**config.mk**
```make
export PLATFORM = sky130hd
export DESIGN_NAME = spi_host_attention_handshake
export DESIGN_NICKNAME = d
export VERILOG_FILES = /design/src/sv/shah_pkg.sv /design/src/sv/spi_host_attention_handshake.sv
export VERILOG_INCLUDE_DIRS = /design/src /design/src/sv
export SDC_FILE = /design/constraint.sdc
export NUM_CORES = 1
export LEC_CHECK = 0
export ABC_AREA = 1
export ABC_CLOCK_PERIOD_IN_PS = 5900
export BUFFER_PORTS_ARGS = -buffer_cell sky130_fd_sc_hd__buf_2
export CORE_UTILIZATION = 35
export CTS_CLUSTER_SIZE = 14
export DETAILED_ROUTE_END_ITERATION = 8
export GPL_ROUTABILITY_DRIVEN = 0
export GPL_TIMING_DRIVEN = 0
export PLACE_DENSITY = 0.51
export SLEW_MARGIN = 20
export SYNTH_ARGS = -nofsm -noshare
export SYNTH_HDL_FRONTEND = slang
export SYNTH_SLANG_ARGS = --single-unit
```
**constraint.sdc**
```tcl
create_clock -name clk -period 5.9 [get_ports clk]
set_input_delay 0.885 -clock clk [delete_from_list [all_inputs] [get_ports clk]]
set_output_delay 0.885 -clock clk [all_outputs]
set_load 0.05 [all_outputs]
```
**src/sv/assert_macros.svh**
```systemverilog
// ----------------------------------------------------------------------------
// Assertion macros
// Shared concurrent assertion forms, clocked on clk and disabled in reset.
// ----------------------------------------------------------------------------
`ifndef ASSERT_MACROS_SVH
`define ASSERT_MACROS_SVH

// The consequent must hold in the same cycle as the antecedent.
`define ASSERT_SAME(label, ante, cons) \
	label: assert property (@(posedge clk) disable iff (!arst_n) (ante) |-> (cons)) \
		else $error("assertion failed: same-cycle implication");

// The consequent must hold in the cycle after the antecedent.
`define ASSERT_NEXT(label, ante, cons) \
	label: assert property (@(posedge clk) disable iff (!arst_n) (ante) |=> (cons)) \
		else $error("assertion failed: next-cycle implication");

`endif

```
**src/sv/shah_pkg.sv**
```systemverilog
// ----------------------------------------------------------------------------
// SPI host attention handshake package
// Word types, register indexes, reset values and sequencer phase codes.
// ----------------------------------------------------------------------------
package shah_pkg;

	localparam int CFG_DATA_W = 24;
	localparam int CFG_IDX_W  = 3;
	localparam int CNT_W      = 24;

	typedef enum logic [CFG_IDX_W-1:0] {
		REG_HALF_BIT    = 3'd0,
		REG_SETUP       = 3'd1,
		REG_BYTE_GAP    = 3'd2,
		REG_PACKET_GAP  = 3'd3,
		REG_RX_EXTRA    = 3'd4,
		REG_ATN_TIMEOUT = 3'd5
	} reg_index_t;

	localparam logic [15:0]      RST_HALF_BIT    = 16'd2;
	localparam logic [15:0]      RST_SETUP       = 16'd100;
	localparam logic [15:0]      RST_BYTE_GAP    = 16'd150;
	localparam logic [15:0]      RST_PACKET_GAP  = 16'd120;
	localparam logic [15:0]      RST_RX_EXTRA    = 16'd100;
	localparam logic [CNT_W-1:0] RST_ATN_TIMEOUT = 24'd10000;

	typedef enum logic [10:0] {
		PH_IDLE      = 11'b000_0000_0001,
		PH_TX_ATN    = 11'b000_0000_0010,
		PH_SETUP     = 11'b000_0000_0100,
		PH_LOW       = 11'b000_0000_1000,
		PH_HIGH      = 11'b000_0001_0000,
		PH_RX_EXTRA  = 11'b000_0010_0000,
		PH_GAP       = 11'b000_0100_0000,
		PH_WAIT_BYTE = 11'b000_1000_0000,
		PH_DROP      = 11'b001_0000_0000,
		PH_GUARD     = 11'b010_0000_0000,
		PH_RX_ATN    = 11'b100_0000_0000
	} phase_t;

	typedef struct packed {
		logic       cmd_valid;
		logic       cmd_receive;
		logic [7:0] tx_byte;
		logic       tx_last;
		logic       attention_asserted;
		logic       miso_level;
	} tick_word_t;

	typedef struct packed {
		logic       select_active;
		logic       sclk_level;
		logic       mosi_level;
		logic       host_active;
		logic       ready_for_byte;
		logic       rx_valid;
		logic [7:0] rx_data;
		logic       packet_done;
		logic       timeout_error;
		logic       busy_res;
	} status_word_t;

endpackage

```
**src/sv/spi_host_attention_handshake.sv**
```systemverilog
// ----------------------------------------------------------------------------
// SPI host with attention handshake
// Drives select, clock and data toward a slave that paces transfers with an
// attention line; sends and receives words of BITS_PER_WORD bits.
// ----------------------------------------------------------------------------
// Each input word is one time tick holding the sampled attention and MISO
// lines and an optional command. The block takes one word every clock cycle
// and returns exactly one status word per tick in the next cycle, from its
// result register. The sequencer state is updated in a single pass of logic
// per tick, so throughput is one tick per cycle; it stalls the input side only
// while the result register is full and the downstream side stalls. Timing
// registers are counted in ticks, not clock cycles.
module spi_host_attention_handshake
	import shah_pkg::*;
#(
	parameter int BITS_PER_WORD = 8
) (
	input  logic                  clk,
	input  logic                  arst_n,
	input  logic                  item_valid,
	output logic                  item_stall,
	input  tick_word_t            item,
	output logic                  result_valid,
	input  logic                  result_stall,
	output status_word_t          result,
	input  logic                  wr_en,
	input  logic [CFG_IDX_W-1:0]  wr_index,
	input  logic [CFG_DATA_W-1:0] wr_data
);

	`include "assert_macros.svh"

	localparam int W   = BITS_PER_WORD;
	localparam int BCW = $clog2(BITS_PER_WORD + 1);

	// Configuration registers.
	logic [15:0]      half_bit_q, setup_q, byte_gap_q, packet_gap_q, rx_extra_q;
	logic [CNT_W-1:0] timeout_q;

	// Sequencer state.
	phase_t           phase_q, phase_d;
	logic [CNT_W-1:0] wait_q, wait_d, cnt_inc, target;
	logic [BCW-1:0]   bit_cnt_q, bit_cnt_d, bit_dec;
	logic [W-1:0]     shift_q, shift_d, tx_word;
	logic             last_q, last_d, dir_rx_q, dir_rx_d;
	logic             sel_q, sel_d, sclk_q, sclk_d, mosi_q, mosi_d;
	logic             timed_hit, rxv, done, terr;
	logic [7:0]       rxd, rx_byte;

	logic         acc;
	logic         result_valid_q;
	status_word_t result_q;

	assign acc          = item_valid && !item_stall;
	assign item_stall   = result_valid_q && result_stall;
	assign result_valid = result_valid_q;
	assign result       = result_q;

	// Fit the 8-bit transmit byte to the word width, and the word back to 8 bits.
	for (genvar i = 0; i < W; i++) begin : g_tx
		if (i < 8) begin : g_bit
			assign tx_word[i] = item.tx_byte[i];
		end else begin : g_zero
			assign tx_word[i] = 1'b0;
		end
	end
	for (genvar i = 0; i < 8; i++) begin : g_rx
		if (i < W) begin : g_bit
			assign rx_byte[i] = shift_q[i];
		end else begin : g_zero
			assign rx_byte[i] = 1'b0;
		end
	end

	always_ff @(posedge clk or negedge arst_n) begin
		if (!arst_n) begin
			half_bit_q   <= RST_HALF_BIT;
			setup_q      <= RST_SETUP;
			byte_gap_q   <= RST_BYTE_GAP;
			packet_gap_q <= RST_PACKET_GAP;
			rx_extra_q   <= RST_RX_EXTRA;
			timeout_q    <= RST_ATN_TIMEOUT;
		end else if (wr_en) begin
			case (reg_index_t'(wr_index))
				REG_HALF_BIT:    half_bit_q   <= wr_data[15:0];
				REG_SETUP:       setup_q      <= wr_data[15:0];
				REG_BYTE_GAP:    byte_gap_q   <= wr_data[15:0];
				REG_PACKET_GAP:  packet_gap_q <= wr_data[15:0];
				REG_RX_EXTRA:    rx_extra_q   <= wr_data[15:0];
				REG_ATN_TIMEOUT: timeout_q    <= wr_data;
				default: ;
			endcase
		end
	end

	// Target of the timed wait that the current phase runs.
	always_comb begin
		case (phase_q)
			PH_TX_ATN, PH_RX_ATN, PH_DROP: target = timeout_q;
			PH_SETUP:                      target = {8'd0, setup_q};
			PH_LOW, PH_HIGH:               target = {8'd0, half_bit_q};
			PH_RX_EXTRA:                   target = {8'd0, rx_extra_q};
			PH_GAP:                        target = {8'd0, byte_gap_q};
			PH_GUARD:                      target = {8'd0, packet_gap_q};
			default:                       target = '0;
		endcase
	end

	assign cnt_inc   = wait_q + 1'b1;
	assign timed_hit = cnt_inc >= target;
	assign bit_dec   = (bit_cnt_q != '0) ? bit_cnt_q - 1'b1 : '0;

	always_comb begin
		phase_d   = phase_q;
		wait_d    = wait_q;
		bit_cnt_d = bit_cnt_q;
		shift_d   = shift_q;
		last_d    = last_q;
		dir_rx_d  = dir_rx_q;
		sel_d     = sel_q;
		sclk_d    = sclk_q;
		mosi_d    = mosi_q;
		rxv       = 1'b0;
		rxd       = 8'd0;
		done      = 1'b0;
		terr      = 1'b0;

		case (phase_q)
			PH_TX_ATN, PH_RX_ATN: begin
				if (item.attention_asserted) begin
					sel_d   = 1'b1;
					phase_d = PH_SETUP;
					wait_d  = '0;
				end else begin
					wait_d = cnt_inc;
					if (timed_hit) begin
						terr    = 1'b1;
						sel_d   = 1'b0;
						phase_d = PH_IDLE;
						wait_d  = '0;
					end
				end
			end
			PH_SETUP: begin
				wait_d = cnt_inc;
				if (timed_hit) begin
					wait_d = '0;
					if (dir_rx_q && !item.attention_asserted) begin
						sel_d   = 1'b0;
						phase_d = PH_GUARD;
					end else begin
						if (dir_rx_q) begin
							shift_d = '0;
						end
						bit_cnt_d = BCW'(BITS_PER_WORD);
						sclk_d    = 1'b0;
						if (!dir_rx_q) begin
							mosi_d = shift_d[W-1];
						end
						phase_d = PH_LOW;
					end
				end
			end
			PH_LOW: begin
				wait_d = cnt_inc;
				if (timed_hit) begin
					sclk_d  = 1'b1;
					phase_d = PH_HIGH;
					wait_d  = '0;
				end
			end
			PH_HIGH, PH_RX_EXTRA: begin
				wait_d = cnt_inc;
				if (timed_hit) begin
					wait_d = '0;
					if (phase_q == PH_HIGH && dir_rx_q) begin
						// Sample MISO on the last tick of the clock high half.
						shift_d = (shift_q << 1) | W'(item.miso_level);
						phase_d = PH_RX_EXTRA;
					end else begin
						if (!dir_rx_q) begin
							shift_d = shift_q << 1;
						end
						bit_cnt_d = bit_dec;
						if (bit_dec != '0) begin
							sclk_d = 1'b0;
							if (!dir_rx_q) begin
								mosi_d = shift_d[W-1];
							end
							phase_d = PH_LOW;
						end else begin
							phase_d = PH_GAP;
						end
					end
				end
			end
			PH_GAP: begin
				wait_d = cnt_inc;
				if (timed_hit) begin
					wait_d = '0;
					if (dir_rx_q) begin
						rxv = 1'b1;
						rxd = rx_byte;
						if (item.attention_asserted) begin
							shift_d   = '0;
							bit_cnt_d = BCW'(BITS_PER_WORD);
							sclk_d    = 1'b0;
							phase_d   = PH_LOW;
						end else begin
							sel_d   = 1'b0;
							phase_d = PH_GUARD;
						end
					end else if (last_q) begin
						sel_d   = 1'b0;
						phase_d = PH_DROP;
					end else begin
						phase_d = PH_WAIT_BYTE;
					end
				end
			end
			PH_WAIT_BYTE: begin
				// No timeout here: the host holds until the next send word.
				if (item.cmd_valid && !item.cmd_receive) begin
					shift_d   = tx_word;
					last_d    = item.tx_last;
					bit_cnt_d = BCW'(BITS_PER_WORD);
					sclk_d    = 1'b0;
					mosi_d    = tx_word[W-1];
					phase_d   = PH_LOW;
					wait_d    = '0;
				end
			end
			PH_DROP: begin
				if (!item.attention_asserted) begin
					phase_d = PH_GUARD;
					wait_d  = '0;
				end else begin
					wait_d = cnt_inc;
					if (timed_hit) begin
						terr    = 1'b1;
						phase_d = PH_IDLE;
						wait_d  = '0;
					end
				end
			end
			PH_GUARD: begin
				wait_d = cnt_inc;
				if (timed_hit) begin
					done    = 1'b1;
					phase_d = PH_IDLE;
					wait_d  = '0;
				end
			end
			default: begin
				phase_d = PH_IDLE;
				if (item.cmd_valid) begin
					wait_d = '0;
					if (item.cmd_receive) begin
						dir_rx_d = 1'b1;
						phase_d  = PH_RX_ATN;
					end else begin
						dir_rx_d = 1'b0;
						shift_d  = tx_word;
						last_d   = item.tx_last;
						sel_d    = 1'b1;
						phase_d  = PH_TX_ATN;
					end
				end
			end
		endcase
	end

	always_ff @(posedge clk or negedge arst_n) begin
		if (!arst_n) begin
			phase_q   <= PH_IDLE;
			wait_q    <= '0;
			bit_cnt_q <= '0;
			shift_q   <= '0;
			last_q    <= 1'b0;
			dir_rx_q  <= 1'b0;
			sel_q     <= 1'b0;
			sclk_q    <= 1'b1;
			mosi_q    <= 1'b1;
		end else if (acc) begin
			phase_q   <= phase_d;
			wait_q    <= wait_d;
			bit_cnt_q <= bit_cnt_d;
			shift_q   <= shift_d;
			last_q    <= last_d;
			dir_rx_q  <= dir_rx_d;
			sel_q     <= sel_d;
			sclk_q    <= sclk_d;
			mosi_q    <= mosi_d;
		end
	end

	always_ff @(posedge clk or negedge arst_n) begin
		if (!arst_n) begin
			result_valid_q <= 1'b0;
		end else if (acc) begin
			result_valid_q <= 1'b1;
		end else if (!result_stall) begin
			result_valid_q <= 1'b0;
		end
	end

	always_ff @(posedge clk) begin
		if (acc) begin
			result_q.select_active  <= sel_d;
			result_q.sclk_level     <= sclk_d;
			result_q.mosi_level     <= mosi_d;
			result_q.host_active    <= 1'b1;
			result_q.ready_for_byte <= (phase_d == PH_IDLE) || (phase_d == PH_WAIT_BYTE);
			result_q.rx_valid       <= rxv;
			result_q.rx_data        <= rxd;
			result_q.packet_done    <= done;
			result_q.timeout_error  <= terr;
			result_q.busy_res       <= phase_d != PH_IDLE;
		end
	end

	`ASSERT_NEXT(a_accept_gives_result, acc, result_valid)
	`ASSERT_NEXT(a_timeout_only_in_wait, acc && !(phase_q == PH_TX_ATN ||
		phase_q == PH_RX_ATN || phase_q == PH_DROP), !result.timeout_error)
	`ASSERT_NEXT(a_rx_word_only_after_gap, acc && !(phase_q == PH_GAP && dir_rx_q),
		!result.rx_valid)
	`ASSERT_SAME(a_idle_select_off, phase_q == PH_IDLE, !sel_q)

endmodule

```
Yosys cells after proc, flatten, opt, wreduce, memory -nomap -nowiden
Index checks and enable logic that the tools add are counted.
{"block": "word_totals", "reg_bits": 173, "inputBits": 45, "output_inout_bits": 19, "word_cells": 193}
{"block": "op_classes", "addsub": 2, "order_cmp": 1, "eq_ne": 31, "mux": 90, "n_bitwise": 4, "reduce_logical": 39}
{"op": "24-bit case mux with 6 select lines", "count": 1}
{"op": "11-bit two-way mux", "count": 11}
{"op": "24-bit two-way mux", "count": 5}
{"op": "8-bit two-way mux", "count": 12}
{"op": "24-bit case mux with 4 select lines", "count": 1}
{"op": "11-bit case mux with 8 select lines", "count": 1}
{"op": "8-bit case mux with 5 select lines", "count": 1}
{"op": "1-bit two-way mux", "count": 38}
{"op": "4-bit two-way mux", "count": 9}
{"op": "24-bit by 1-bit adder with 24-bit output, second input constant", "count": 1}
{"op": "24-bit greater-or-equal comparator", "count": 1}
{"op": "11-bit by 8-bit == test with 1-bit output, second input constant", "count": 2}
{"op": "10-bit two-way mux", "count": 2}
{"op": "2-bit != test, second input constant", "count": 9}
{"op": "4-bit case mux with 4 select lines", "count": 1}
{"op": "7-bit two-way mux", "count": 2}
{"op": "2-bit AND reduction", "count": 7}
{"op": "13-bit AND reduction", "count": 1}
{"op": "4-bit nonzero test", "count": 3}
{"op": "6-bit OR reduction", "count": 2}
{"op": "11-bit by 1-bit == test with 1-bit output, second input constant", "count": 1}
{"op": "11-bit by 10-bit == test with 1-bit output, second input constant", "count": 1}
{"op": "11-bit == test, second input constant", "count": 1}
{"op": "11-bit by 2-bit == test with 1-bit output, second input constant", "count": 1}
{"op": "other kinds (36)", "count": 53}

Longest topological paths before layout
{"block": "logic_depth", "depth_word": 9, "ltp_mapped": 27, "mapped_depth_nobuf": 25}

Worst setup path before layout
OpenSTA, ideal clock, no wires.
{"block": "synth_timing", "kind": "register -> register", "startpoint": "register phase_q[9]", "endpoint": "register phase_q[7]", "setup_time_ns": 0.161, "arrival_time_ns": 3.089, "required_ns": 5.739, "setup_slack_ns": 2.650, "stages_incl_launch_ff": 22, "path_buffers": 3, "period_less_slack_ns": 3.250, "cell_sequence": "dfrtp_1 > nor2_4 > nand2_4 > nor2_4 > nand2_4 > inv_1 > clkbuf_1 > a21oi_1 > nand3_1 > a21oi_1 > ha_1 > a21o_1 > nor2_1 > nand2_1 > a21oi_2 > nand2_1 > buf_2 > buf_4 > nor2_1 > o21ai_0 > nand2_1 > o21ai_0"}
{"block": "synth_between", "elab_chain_len": 7, "elab_cells_between_ends": 24, "cone_classes": "1 x order compare; 10 x eq/ne; 9 x mux; 4 x reduce/logical"}
{"element": "from (decl)", "line_no": "spi_host_attention_handshake.sv:41", "text": "phase_t phase_q, phase_d;"}
{"element": "from (signal assigned)", "line_no": "spi_host_attention_handshake.sv:285", "text": "phase_q <= phase_d;"}
{"element": "11-bit by 9-bit == test with 1-bit output (tied with other cells)", "line_no": "spi_host_attention_handshake.sv:98, spi_host_attention_handshake.sv:128"}
{"element": "3-bit OR reduction or 2-bit OR reduction (tied branches)", "line_no": "spi_host_attention_handshake.sv:98", "text": "case (phase_q)"}
{"element": "24-bit case mux with 6 select lines", "line_no": "spi_host_attention_handshake.sv:98"}
{"element": "24-bit greater-or-equal comparator", "line_no": "spi_host_attention_handshake.sv:110", "text": "assign timed_hit = cnt_inc >= target;"}
{"element": "11-bit two-way mux", "line_no": "spi_host_attention_handshake.sv:136, spi_host_attention_handshake.sv:239, spi_host_attention_handshake.sv:248"}
{"element": "11-bit two-way mux, on equally long branches", "line_no": "spi_host_attention_handshake.sv:234, spi_host_attention_handshake.sv:130"}
{"element": "11-bit case mux with 8 select lines (*)", "line_no": "spi_host_attention_handshake.sv:128", "text": "case (phase_q)"}
Mark *: on every way between the ends. The rest lies on a longest branch, timed or not.
A chain may end at the register's enable or synchronous reset.

Final worst setup path
{"block": "layout_timing", "startpoint": "register phase_q[9]", "endpoint": "register wait_q[10]"}
{"block": "layout_between", "elab_chain_len": 7, "elab_cells_between_ends": 23, "cone_classes": "1 x order compare; 11 x eq/ne; 5 x mux; 6 x reduce/logical"}
{"element": "11-bit by 9-bit == test with 1-bit output (tied with other cells)", "line_no": "spi_host_attention_handshake.sv:98, spi_host_attention_handshake.sv:128"}
{"element": "3-bit OR reduction or 2-bit OR reduction (tied branches)", "line_no": "spi_host_attention_handshake.sv:98"}
{"element": "24-bit case mux with 6 select lines", "line_no": "spi_host_attention_handshake.sv:98"}
{"element": "24-bit greater-or-equal comparator", "line_no": "spi_host_attention_handshake.sv:110"}
{"element": "24-bit two-way mux"}
{"element": "24-bit two-way mux, on equally long branches", "line_no": "spi_host_attention_handshake.sv:234, spi_host_attention_handshake.sv:130"}
{"element": "24-bit case mux with 4 select lines", "line_no": "spi_host_attention_handshake.sv:128"}
{"element": "to (signal assigned)", "line_no": "spi_host_attention_handshake.sv:286", "text": "wait_q <= wait_d;"}
{"element": "to (decl)", "line_no": "spi_host_attention_handshake.sv:42", "text": "logic [CNT_W-1:0] wait_q, wait_d, cnt_inc, target;"}
Parallel ways exist; a longest one is shown, timed or not.

==> impl_metrics.yaml <==
run_status:
  status: "finished clean"
timing:
  worst_pin_slew_ps: 718
  skew_ps: 24.4
  fin_hold_ws_ps: 396
  grt_setup_unrepaired: "no"
  period_share: 0.755
  max_slew_margin: 0.521
  max_freq_ghz: 0.224
  setup_viol: 0
  slew_viol_final: 0
  hold_viol: 0
  min_period_ps: 4450
  tns_ps: 0
power_and_ir_drop:
  ir_drop_mv: 0.218
  powerDensity_mw_per_mm2: 320
  static-leakage-power_uw: 0.00526
yosys:
  seq_area_frac_synth: 0.476
  synthesis.area_mm2: 0.00932
  syn_area_per_cell_um2: 8.35
  synthesis.nets: 1186
  synth_top_area_frac: 0.360
  synthesis.instances: 1116
  synth_area_leaders: "dfrtp_1, nand2_1, o21ai_0, dfstp_2, edfxtp_1"
  yosysWarnings: 0
  synth.distinct_cells: 52
  yosysTopAreaCell: "dfrtp_1"
  ys_ff_latch: 173
cts:
  postCtsSetupBuffers: 0
  cts_hold_buf: 0
  clk-insertion-delay-late_ps: 450
  cts.clk_slew.worst_paths_ps: 80
  cts_max_path_buffers: 2
  cts_tree: "done"
  cts_root_buffer: "clkbuf_16"
  cts_buffers: 17
  cts_resized: 0
  h-tree-depth: 4
  clkSinkCount: 173
grt:
  grt_pass1_vias: 7471
  antenna_found_initial: 0
  grt_first_pass_wirelength_um: 42000
  grt_max_degree: 88
  grtUsageTotal: 0.204
  overflow: 0
floorplan:
  die_h_um: 165
  dieArea_mm2: 0.0273
  num_rows: 59
  die_x_um: 165
  pin_count: 64
  initial_core_util: 0.358
  core_mm2: 0.0261
setup_path:
  reg2reg_depth: 24
  criticalPathCategory: "reg2reg"
  required_ps: 6270
  critical_path.endpoint_type: "flop"
  cp.arrival_ps: 4820
  crit_path_start_kind: "flop"
  cp_max_fo: 10
cells_and_area:
  antenna_cells: 0
  syn_to_final_growth_pct: 15.6
  fillers: 2725
  finalNetCount: 1268
  drive_gt1_frac: 0.172
routing:
  viasPerCell: 5.06
  drtPass1Iterations: 5
  vias: 7827
  ant_nets: 0
  wl_um: 26000
  drc: 0
  drt_iter0_markers: 551
  wl_per_cell_um: 16.8
run:
  drv_cap: 0
place:
  dp.final_hpwl_um: 18400
  numPortBuffers: 61
hold_path:
  hold_path.class: "in2async"
[worst max-delay path, cell delays in order (launching register included)]
cell and delay, ps:
dfrtp_1 450, nor2_4 180, nand2_4 110, nor2_4 180, nand2_4 120, inv_1 280, clkbuf_1 600, a21oi_1 190
nand3_1 110, a21oi_1 70, ha_1 330, nand2_1 80, nand2_1 40, nand2_1 50, nand2_1 50, nand2_1 60
nand2_1 80, a21oi_2 350, nand2_1 130, inv_2 250, nand2_1 160, nand2_4 160, nand2_4 90, buf_6 170
o22ai_2 90
[flip-flops by register name, indices dropped and copies added (netlist names)]
register / cells
timeout_q: 24
wait_q: 24
byte_gap_q: 16
half_bit_q: 16
packet_gap_q: 16
result: 16
rx_extra_q: 16
setup_q: 16
phase_q: 11
rx_byte: 8
bit_cnt_q: 4
dir_rx_q: 1
last_q: 1
mosi_q: 1
result_valid: 1
sclk_q: 1
sel_q: 1
[kinds of logic after synthesis]
logic type      share of synthesized area
simple gates                        0.251
compound gates                      0.146
flops                               0.476
buf+inv                            0.0674
fa+ha+maj                          0.0336
xor+xnor                           0.0160
mux                               0.00967
other cells                      0.000402
[through the flow]
step / total power, uW / util / cells / area, um^2 / worst slack (ps)
global route: 3630 / 0.413 / 1546 / 10800 / 1020
floorplan: 1990 / - / 1116 / 9320 / 2650
finish: 3450 / 0.413 / 1546 / 10800 / 1450
global placement: 2200 / 0.385 / 1512 / 10000 / 1310
CTS: 3470 / 0.413 / 1546 / 10800 / 1430
detailed placement: 2220 / 0.388 / 1514 / 10100 / 1450
[synthesized netlist by cell type, drive strengths merged]
library cell / number
o21bai: 1
o21ai: 144
conb: 1
nand4: 27
dfstp: 23
nor4: 1
a221oi: 1
and3: 1
nand3b: 2
o31ai: 2
clkinv: 2
mux2: 8
o2111ai: 2
a21oi: 43
or2: 2
o211ai: 2
buf: 9
a21o: 1
nor2: 72
nor3: 15
dfrtp: 134
inv: 121
nand3: 65
ha: 25
a32o: 6
a22o: 9
edfxtp: 16
o22ai: 12
clkbuf: 26
nand2: 318
xor2: 17
a22oi: 6
a31oi: 2
[cell type report]
cell class	count	area (um^2)	area share
flip-flops and latches	173	4440	0.412
multi-input cells	785	4250	0.395
inverters	123	469	0.0436
clock buffers	17	425	0.0395
well taps	335	419	0.0389
repair buffers	63	370	0.0344
clock inverters	15	233	0.0216
plain buffers	35	160	0.0149
[per-layer routing]
layer	track usage	part of all wire
met2	0.320	0.46
met4	0.0550	0.013
met3	0.0317	0.039
met1	0.290	0.49
met5	0	0
[final timing paths]
path                                         from                  endpoint  slack [ps]
setup reg to reg           phase_q[9]$_DFFE_PN0P_    wait_q[10]$_DFFE_PN0P_        1450
hold reg to reg                sclk_q$_DFFE_PN1P_        sclk_q$_DFFE_PN1P_         470
setup / recovery           phase_q[9]$_DFFE_PN0P_    wait_q[10]$_DFFE_PN0P_        1450
min in group clk               sclk_q$_DFFE_PN1P_        sclk_q$_DFFE_PN1P_         470
max in group asynchronous                  arst_n  timeout_q[9]$_DFFE_PN1P_        4630
hold / removal                             arst_n  result_valid$_DFFE_PN0P_         400
[placed cells by master, fill, tap and decap left out, types with 5 or more instances in the layout]
master       n
a22oi_1      6
nor2_2       5
inv_2       12
nand2_4      7
dfrtp_1    134
a22o_1       9
a32o_1       6
xor2_1      17
nand4_1     26
dfstp_2     23
inv_12       8
mux2_2       8
clkbuf_16   17
buf_2       64
nor3_1      11
a21oi_1     42
clkbuf_1    25
nor2_4       6
nand3_1     59
ha_1        25
edfxtp_1    16
o21ai_0    121
nor2_1      58
o21ai_1     22
nand2_1    299
nand2_2     12
o22ai_2     10
inv_1      106
[power by group]
part	leakage [uW]	total, uW	internal, uW	switching, uW
combinational	0.00283	657	208	449
sequential	0.00211	1540	1410	123
clock	0.000316	1250	611	640
(Power assumes the default switching activity.)
